[src/rtl/gbm_pkg.sv]
// ----------------------------------------------------------------------------
// gbm_pkg
// Types and constants shared by the GPIO bank: beat payloads, action codes,
// register map and version word.
// ----------------------------------------------------------------------------
package gbm_pkg;

   typedef enum logic [1:0] {
      ACT_READ  = 2'd0,
      ACT_WRITE = 2'd1,
      ACT_TICK  = 2'd2
   } action_type;

   // register map by address[6:3]; address[2] picks the upper half
   typedef enum logic [3:0] {
      PAIR_DATA       = 4'd0,
      PAIR_DIR        = 4'd1,
      PAIR_IRQ_EN     = 4'd2,
      PAIR_IRQ_MASK   = 4'd3,
      PAIR_IRQ_TYPE   = 4'd4,
      PAIR_IRQ_POL    = 4'd5,
      PAIR_IRQ_BOTH   = 4'd6,
      PAIR_DEBOUNCE   = 4'd7,
      PAIR_DIV_ON     = 4'd8,
      PAIR_DIV_LIMIT  = 4'd9,
      PAIR_STATUS     = 4'd10,
      PAIR_RAW_STATUS = 4'd11,
      PAIR_EOI        = 4'd12,
      PAIR_EXT_PORT   = 4'd14,
      PAIR_VERSION    = 4'd15
   } reg_pair_type;

   localparam logic [31:0] VERSION_ID = 32'h0100_0C2B;

   typedef struct packed {
      logic [1:0]  action;
      logic [6:0]  address;
      logic [31:0] write_data;
      logic [31:0] pin_levels;
   } req_type;

   typedef struct packed {
      logic [31:0] read_data;
      logic [31:0] pin_drive;
      logic [31:0] pin_direction;
      logic        interrupt_line;
   } rsp_type;

endpackage

[src/rtl/gbm_regs.sv]
// ----------------------------------------------------------------------------
// gbm_regs
// Register file of the GPIO bank: split-register bus access, pin sampling
// with debounce, interrupt detection. Updates state on a fired beat and
// presents that beat's result combinationally.
// ----------------------------------------------------------------------------
module gbm_regs
   import gbm_pkg::*;
#(
   parameter int NUM_PINS     = 32,
   parameter int DIVIDER_BITS = 24
) (
   input  logic    clock,
   input  logic    reset,
   input  logic    fire,
   input  req_type item,
   output rsp_type result
);

   localparam int P = NUM_PINS;
   localparam int D = DIVIDER_BITS;

   logic [P-1:0] out_data_ff, out_data_in;
   logic [P-1:0] out_en_ff, out_en_in;
   logic [P-1:0] irq_en_ff, irq_en_in;
   logic [P-1:0] irq_mask_ff, irq_mask_in;
   logic [P-1:0] irq_edge_ff, irq_edge_in;
   logic [P-1:0] irq_pol_ff, irq_pol_in;
   logic [P-1:0] irq_both_ff, irq_both_in;
   logic [P-1:0] debounce_ff, debounce_in;
   logic [P-1:0] div_on_ff, div_on_in;
   logic [P-1:0] raw_ff, raw_in;
   logic [P-1:0] filt_ff, filt_in;
   logic [P-1:0] last_ff, last_in;
   logic [D-1:0] div_lim_ff, div_lim_in;
   logic [D-1:0] div_cnt_ff, div_cnt_in;

   reg_pair_type pair;
   logic         hi;
   logic [31:0]  en32, bits32;
   logic [P-1:0] touched, bits;
   logic [31:0]  rd;

   logic         strobe;
   logic [P-1:0] pins, sample_en, stable, upd, now_lvl;
   logic [P-1:0] rise, fall, edge_pins, det, lvl;

   function automatic logic [31:0] half_rd(logic [P-1:0] r, logic upper);
      logic [31:0] w;
      w = 32'(r);
      return upper ? {16'b0, w[31:16]} : {16'b0, w[15:0]};
   endfunction

   function automatic logic [P-1:0] merge(logic [P-1:0] r, logic [P-1:0] t,
                                          logic [P-1:0] b);
      return (r & ~t) | b;
   endfunction

   assign pair    = reg_pair_type'(item.address[6:3]);
   assign hi      = item.address[2];
   assign en32    = {16'b0, item.write_data[31:16]} << (hi ? 16 : 0);
   assign bits32  = {16'b0, item.write_data[31:16] & item.write_data[15:0]}
                    << (hi ? 16 : 0);
   assign touched = en32[P-1:0];
   assign bits    = bits32[P-1:0];

   // pin sampling
   assign strobe     = (div_cnt_ff == div_lim_ff);
   assign pins       = item.pin_levels[P-1:0];
   assign sample_en  = strobe ? {P{1'b1}} : ~div_on_ff;
   assign stable     = ~(pins ^ last_ff) & sample_en;
   assign upd        = (filt_ff & ~stable) | (pins & stable);
   assign now_lvl    = (pins & ~debounce_ff) | (upd & debounce_ff);
   assign rise       = now_lvl & ~filt_ff;
   assign fall       = filt_ff & ~now_lvl;
   assign edge_pins  = irq_edge_ff | irq_both_ff;
   assign det        = (irq_both_ff & (rise | fall)) |
                       (~irq_both_ff & ((irq_pol_ff & rise) | (~irq_pol_ff & fall)));
   assign lvl        = ~(now_lvl ^ irq_pol_ff);

   always_comb begin
      out_data_in = out_data_ff;
      out_en_in   = out_en_ff;
      irq_en_in   = irq_en_ff;
      irq_mask_in = irq_mask_ff;
      irq_edge_in = irq_edge_ff;
      irq_pol_in  = irq_pol_ff;
      irq_both_in = irq_both_ff;
      debounce_in = debounce_ff;
      div_on_in   = div_on_ff;
      raw_in      = raw_ff;
      filt_in     = filt_ff;
      last_in     = last_ff;
      div_lim_in  = div_lim_ff;
      div_cnt_in  = div_cnt_ff;
      rd          = '0;
      if (fire) begin
         unique case (action_type'(item.action))
            ACT_READ: begin
               unique case (pair)
                  PAIR_DATA:       rd = half_rd(out_data_ff, hi);
                  PAIR_DIR:        rd = half_rd(out_en_ff, hi);
                  PAIR_IRQ_EN:     rd = half_rd(irq_en_ff, hi);
                  PAIR_IRQ_MASK:   rd = half_rd(irq_mask_ff, hi);
                  PAIR_IRQ_TYPE:   rd = half_rd(irq_edge_ff, hi);
                  PAIR_IRQ_POL:    rd = half_rd(irq_pol_ff, hi);
                  PAIR_IRQ_BOTH:   rd = half_rd(irq_both_ff, hi);
                  PAIR_DEBOUNCE:   rd = half_rd(debounce_ff, hi);
                  PAIR_DIV_ON:     rd = half_rd(div_on_ff, hi);
                  PAIR_DIV_LIMIT:  rd = hi ? '0 : 32'(div_lim_ff);
                  PAIR_STATUS:     rd = hi ? '0 : 32'(raw_ff & irq_en_ff & ~irq_mask_ff);
                  PAIR_RAW_STATUS: rd = hi ? '0 : 32'(raw_ff);
                  PAIR_EXT_PORT:   rd = hi ? '0 : 32'(filt_ff);
                  PAIR_VERSION:    rd = hi ? '0 : VERSION_ID;
                  default:         rd = '0;
               endcase
            end
            ACT_WRITE: begin
               unique case (pair)
                  PAIR_DATA:     out_data_in = merge(out_data_ff, touched, bits);
                  PAIR_DIR:      out_en_in   = merge(out_en_ff, touched, bits);
                  PAIR_IRQ_EN: begin
                     irq_en_in = merge(irq_en_ff, touched, bits);
                     raw_in    = raw_ff & irq_en_in;
                  end
                  PAIR_IRQ_MASK: irq_mask_in = merge(irq_mask_ff, touched, bits);
                  PAIR_IRQ_TYPE: irq_edge_in = merge(irq_edge_ff, touched, bits);
                  PAIR_IRQ_POL:  irq_pol_in  = merge(irq_pol_ff, touched, bits);
                  PAIR_IRQ_BOTH: irq_both_in = merge(irq_both_ff, touched, bits);
                  PAIR_DEBOUNCE: debounce_in = merge(debounce_ff, touched, bits);
                  PAIR_DIV_ON:   div_on_in   = merge(div_on_ff, touched, bits);
                  PAIR_DIV_LIMIT: begin
                     if (!hi) begin
                        div_lim_in = item.write_data[D-1:0];
                     end
                  end
                  PAIR_EOI:      raw_in = raw_ff & ~(bits & edge_pins);
                  default:       raw_in = raw_ff;
               endcase
            end
            ACT_TICK: begin
               div_cnt_in = strobe ? '0 : div_cnt_ff + D'(1);
               last_in    = (last_ff & ~sample_en) | (pins & sample_en);
               filt_in    = now_lvl;
               raw_in     = (((raw_ff | det) & edge_pins) | (lvl & ~edge_pins))
                            & irq_en_ff;
            end
            default: rd = '0;
         endcase
      end
   end

   assign result.read_data      = rd;
   assign result.pin_drive      = 32'(out_data_in);
   assign result.pin_direction  = 32'(out_en_in);
   assign result.interrupt_line = |(raw_in & irq_en_in & ~irq_mask_in);

   always_ff @(posedge clock) begin
      if (reset) begin
         out_data_ff <= '0;
         out_en_ff   <= '0;
         irq_en_ff   <= '0;
         irq_mask_ff <= '0;
         irq_edge_ff <= '0;
         irq_pol_ff  <= '0;
         irq_both_ff <= '0;
         debounce_ff <= '0;
         div_on_ff   <= '0;
         raw_ff      <= '0;
         filt_ff     <= '0;
         last_ff     <= '0;
         div_lim_ff  <= '0;
         div_cnt_ff  <= '0;
      end else begin
         out_data_ff <= out_data_in;
         out_en_ff   <= out_en_in;
         irq_en_ff   <= irq_en_in;
         irq_mask_ff <= irq_mask_in;
         irq_edge_ff <= irq_edge_in;
         irq_pol_ff  <= irq_pol_in;
         irq_both_ff <= irq_both_in;
         debounce_ff <= debounce_in;
         div_on_ff   <= div_on_in;
         raw_ff      <= raw_in;
         filt_ff     <= filt_in;
         last_ff     <= last_in;
         div_lim_ff  <= div_lim_in;
         div_cnt_ff  <= div_cnt_in;
      end
   end

endmodule

[src/rtl/gpio_bank_masked_write_irq_top.sv]
// ----------------------------------------------------------------------------
// gpio_bank_masked_write_irq_top
// 32-pin GPIO bank with split masked-write registers, debounced sampling
// and edge/level interrupt detection.
//
//   channel | dir | payload  | one beat
//   req_    | in  | req_type | bus read, bus write or pin-sample tick
//   rsp_    | out | rsp_type | read data, pin drive/direction, irq line
//
// One beat per clock sustained while rsp_ is not stalled; a request's
// result reaches rsp_ through the input register, then the register update
// and result register on the same edge.
// Synchronous reset zeroes both valid flags and the register file.
// A stalled rsp_ holds its beat; req_ stays ready while the input register
// is empty or its beat can move into the result register.
// ----------------------------------------------------------------------------
module gpio_bank_masked_write_irq_top
   import gbm_pkg::*;
#(
   parameter int NUM_PINS     = 32,
   parameter int DIVIDER_BITS = 24
) (
   input  logic    clock,
   input  logic    reset,
   input  logic    req_valid,
   output logic    req_ready,
   input  req_type req_data,
   output logic    rsp_valid,
   input  logic    rsp_ready,
   output rsp_type rsp_data
);

   logic    in_vld_ff, in_vld_in;
   req_type in_item_ff;
   logic    rsp_vld_ff, rsp_vld_in;
   rsp_type rsp_data_ff;
   rsp_type result;
   logic    out_free;
   logic    fire;

   assign out_free  = !rsp_vld_ff || rsp_ready;
   assign fire      = in_vld_ff && out_free;
   assign req_ready = !in_vld_ff || out_free;
   assign in_vld_in = req_ready ? req_valid : in_vld_ff;
   assign rsp_vld_in = out_free ? fire : rsp_vld_ff;

   gbm_regs #(
      .NUM_PINS     (NUM_PINS),
      .DIVIDER_BITS (DIVIDER_BITS)
   ) u_regs (
      .clock  (clock),
      .reset  (reset),
      .fire   (fire),
      .item   (in_item_ff),
      .result (result)
   );

   always_ff @(posedge clock) begin
      if (reset) begin
         in_vld_ff  <= 1'b0;
         rsp_vld_ff <= 1'b0;
      end else begin
         in_vld_ff  <= in_vld_in;
         rsp_vld_ff <= rsp_vld_in;
      end
   end

   always_ff @(posedge clock) begin
      if (req_valid && req_ready) begin
         in_item_ff <= req_data;
      end
      if (fire) begin
         rsp_data_ff <= result;
      end
   end

   assign rsp_valid = rsp_vld_ff;
   assign rsp_data  = rsp_data_ff;

endmodule

[config.mk]
export PLATFORM = sky130hd
export DESIGN_NAME = gpio_bank_masked_write_irq_top
export DESIGN_NICKNAME = d
export VERILOG_FILES = /design/src/rtl/gbm_pkg.sv /design/src/rtl/gbm_regs.sv /design/src/rtl/gpio_bank_masked_write_irq_top.sv
export SDC_FILE = /design/constraint.sdc
export NUM_CORES = 2
export LEC_CHECK = 0
export BUFFER_PORTS_ARGS = -buffer_cell sky130_fd_sc_hd__buf_2
export CAP_MARGIN = 40
export CORE_MARGIN = 3
export CORE_UTILIZATION = 40
export CTS_BUF_LIST = sky130_fd_sc_hd__clkbuf_2
export CTS_CLUSTER_DIAMETER = 30
export DETAILED_ROUTE_END_ITERATION = 6
export PLACE_DENSITY = 0.64
export RECOVER_POWER = 25
export SETUP_SLACK_MARGIN = 0.1
export SYNTH_ARGS = -nofsm -noshare
export SYNTH_HDL_FRONTEND = slang
export SYNTH_SLANG_ARGS = --single-unit
[constraint.sdc]
create_clock -name clock -period 3.79 [get_ports clock]
set_input_delay 0.758 -clock clock [delete_from_list [all_inputs] [get_ports clock]]
set_output_delay 0.758 -clock clock [all_outputs]
set_load 0.01 [all_outputs]
==> impl_summary.txt <==
----------------------------------------------------
[Status]
  Run status ... complete, but fails checks
  Violations in the final reports ... max-capacitance violations, max-slew violations, negative setup slack

[Clocking]
  Clock Sink Count ... 602
  Latest clock arrival within the worst-skew pair ... 1520 ps
  Worst-path clk slew ... 100 ps
  Buffer type at the clock tree root ... sky130_fd_sc_hd__clkbuf_2
  Number of buffers inserted during clock tree synthesis ... 179
  TritonCTS clock tree ... done
  Clock Tree Buf Depth ... 3
  H-tree depth ... 4

[GRT]
  Number of global-route vias before repair ... 33.82k
  First-pass GRT wire length ... 221400 um
  Congestion Overflow GR ... 0
  Maximum number of pins on one net before global-route repair ... 194
  Antenna violations before repair ... 7
  Total GRT Usage ... 0.3492

[Worst hold path]
  Tightest Hold Check Type ... in -> reg

[Final layout]
  Commonest cells after routing, fill and taps aside ... sky130_fd_sc_hd__a21oi_1, sky130_fd_sc_hd__dfxtp_1, sky130_fd_sc_hd__o21ai_0
  Post-route cell area ... 40080 um^2
  Max reg flops ... 97
  Layout Utilization ... 0.4960
  Number of fill cells in the layout ... 7927
  Layout cell share with drive strength beyond 1 ... 0.2008
  Area occupied by registers ... 13730 um^2
  Area occupied by multi-input gates ... 17550 um^2
  Most common cell after layout, fill and taps aside ... sky130_fd_sc_hd__a21oi_1
  Count of nets after finishing ... 4531
  Synthesis-to-finish area growth ... 22.34%

[Worst setup path]
  Worst path most repeated cell ... sky130_fd_sc_hd__buf_4
  Crit path max fanout ... 8
  Required arrival time at the worst endpoint ... 4980 ps
  Worst path top cell family by delay ... simple AND/OR/NAND/NOR gates
  CP cell instances ... or4b_4, buf_12, buf_4, nor3_4, buf_4, buf_6, nor2_1, o21ai_0, a21oi_1, a31oi_1, a311o_1, o2111ai_1, nor4bb_1, buf_4, nand4_1
  Critical setup path kind ... reg -> reg
  Cell with the largest stage delay on the worst path ... sky130_fd_sc_hd__or4b_4
  Category of the worst setup path launch point ... flip-flop
  Critical Path AT ... 4990 ps
  Type of destination of the critical path ... flip-flop
  Slowest cell delay on critical path ... 610 ps
  Buf+Inv Stages, Crit Path ... 5

[Synthesis]
  Number of synthesized flops with an enable pin ... 168
  Number of register bits inferred by synthesis ... 602
  Predominant post-synthesis flop cell ... sky130_fd_sc_hd__dfxtp_1
  Number of distinct standard cells referenced by the synthesized netlist ... 93
  Mean instance size in the synthesized netlist ... 8.248 um^2
  Post-synthesis async set-or-reset flop share ... 0
  Count of yosys warnings during synthesis ... 0
  Cell area after technology mapping ... 32760 um^2
  Post-synth net total ... 4053
  Post-synthesis instance total ... 3972
  Register area share after synthesis ... 0.4192

[Drt]
  Routed via count ... 35.97k
  Antenna viol nets, final ... 0
  Total routed wirelength ... 154400 um
  Count of unresolved DRC violations after routing ... 0
  DR pass1 iterations ... 6
  Number of DRC markers after the initial detailed-route iteration ... 5082
  Mean routed wirelength per cell ... 27.22 um
  Per-cell via count in the routed design ... 6.340

[Floorplan]
  Area of the placeable core ... 80810 um^2
  Top-Level Pins ... 176
  Total Die Area ... 85380 um^2
  Die Y-Extent ... 292.2 um
  Chip Width ... 292.2 um
  Effective utilization at floorplan ... 0.4054
  Floorplan row count ... 104

[Run]
  Max cap viols ... 2

[Pwr]
  Cell area power density ... 346.0 nW/um^2
  Max rail drop VDD ... 0.3740 mV
  Static leakage power ... 0.01428 uW

[Placed design]
  Total placed instance area ... 36620 um^2
  Port Buffers ... 173
  Final weighted congestion of routability-driven global placement ... 1.026
  Post-detailed-placement half-perimeter wirelength ... 105300 um

[STA]
  Fin Setup TNS ... -9.871 ps
  Hold Violations, Final ... 0
  Setup repair after global routing missed its margin ... yes
  Max-slew violation count ... 62
  Share of the clock period used by the worst path ... 1.003
  Hold Worst Slack ... 90.69 ps
  Measured slew at the worst slew-check pin ... 2921 ps
  Shortest period the worst path allows ... 3800 ps
  Final Setup Violations ... 1
  Final setup margin ... -9.871 ps
  Clock Skews ... 126.1 ps
  Max Freq ... 0.2632 GHz
  Max-slew headroom ... -0.9485

----------------------------------------------------
cell type report:
cell class | count | area share
Timing Repair Buffer | 668 | 0.1337
Tap cell | 1060 | 0.03309
Inverter | 62 | 0.005806
Clock inverter | 82 | 0.01480
Multi-Input combinational cell | 2937 | 0.4379
Clock buffer | 251 | 0.03134
Antenna cell | 11 | 0.0006868
Sequential cell | 602 | 0.3427
worst reg2reg max path: stages, from the launching register on:
cell and delay (ps):
sky130_fd_sc_hd__edfxtp_1 410, sky130_fd_sc_hd__or4b_4 610, sky130_fd_sc_hd__buf_12 190, sky130_fd_sc_hd__buf_4 160
sky130_fd_sc_hd__nor3_4 170, sky130_fd_sc_hd__buf_4 150, sky130_fd_sc_hd__buf_6 160, sky130_fd_sc_hd__nor2_1 90
sky130_fd_sc_hd__o21ai_0 250, sky130_fd_sc_hd__a21oi_1 120, sky130_fd_sc_hd__a31oi_1 190, sky130_fd_sc_hd__a311o_1 330
sky130_fd_sc_hd__o2111ai_1 160, sky130_fd_sc_hd__nor4bb_1 280, sky130_fd_sc_hd__buf_4 170, sky130_fd_sc_hd__nand4_1 80
report_power, final:
group	internal [uW]	total (uW)	switching, uW
clock	2410	5610	3190
sequential	6710	6860	148
combinational	490	1400	910
total	9610	13900	4250
path summary, 6_finish.rpt:
| kind | slack [ps] | start | to | cells after the start |
|---|---|---|---|---|
| setup / recovery | -10 | in_item_ff[67] | rsp_data[0] | 15 |
| hold / removal | 90 | req_data[23] | in_item_ff[23] | 2 |
| setup reg to reg | -10 | in_item_ff[67] | rsp_data[0] | 15 |
| hold reg to reg | 490 | flip-flop | flip-flop | 2 |
repair_timing:
action,in CTS,in global routing
setup endpoints to repair,2,1
buffers inserted,7,0
gates cloned,1,0
hold buffers,139,0
resized for setup,22,10
hold endpoints to repair,423,0
pin swaps,11,2
routing by layer:
| layer | wire length, um | vias to the layer above | global-route usage |
|---|---|---|---|
| li1 | - | 15740 | - |
| met1 | 55430 | 16980 | 0.4126 |
| met2 | 65190 | 2477 | 0.5173 |
| met3 | 18050 | 764 | 0.1037 |
| met4 | 15720 | 6 | 0.3038 |
| met5 | 40 | - | 0 |
cells by family after synthesis:
logic type               Yosys count  synth area share
multiplexers                     139           0.04380
AO/OA/AOI/OAI                   1389            0.2591
XOR/XNOR                         129           0.03449
adder cells (fa/ha/maj)            4          0.001528
AND/OR/NAND/NOR                 1276            0.1898
flip-flops                       602            0.4192
buffers and inverters            433           0.05209
synthesized netlist by cell type, types with 35 or more instances:
cell / number / area [um^2]
sky130_fd_sc_hd__a21oi_1: 442 / 2212
sky130_fd_sc_hd__a22oi_1: 58 / 435.4
sky130_fd_sc_hd__a31oi_1: 39 / 244.0
sky130_fd_sc_hd__and2_1: 99 / 619.3
sky130_fd_sc_hd__clkbuf_1: 313 / 1175
sky130_fd_sc_hd__dfxtp_1: 434 / 8688
sky130_fd_sc_hd__edfxtp_1: 168 / 5045
sky130_fd_sc_hd__inv_1: 60 / 225.2
sky130_fd_sc_hd__mux2_2: 35 / 394.1
sky130_fd_sc_hd__mux2i_1: 104 / 1041
sky130_fd_sc_hd__nand2_1: 302 / 1134
sky130_fd_sc_hd__nand2b_1: 45 / 281.5
sky130_fd_sc_hd__nand3_1: 280 / 1401
sky130_fd_sc_hd__nor2_1: 287 / 1077
sky130_fd_sc_hd__nor3_1: 74 / 370.4
sky130_fd_sc_hd__o21ai_0: 434 / 2172
sky130_fd_sc_hd__o22ai_1: 51 / 319.1
sky130_fd_sc_hd__o31ai_1: 57 / 427.9
sky130_fd_sc_hd__xnor2_1: 69 / 604.3
sky130_fd_sc_hd__xor2_1: 60 / 525.5
metrics by stage:
| step | total power [uW] | worst slack (ps) | instances |
|---|---|---|---|
| floorplan | 7578 | 448.5 | 3972 |
| global placement | 8216 | -465.0 | 5180 |
| detailed placement | 8227 | -502.8 | 5182 |
| CTS | 13880 | 106.5 | 5662 |
| global route | 14400 | -110.6 | 5670 |
| finish | 13870 | -9.871 | 5673 |
Note: power is estimated with default switching activity, not from simulation.
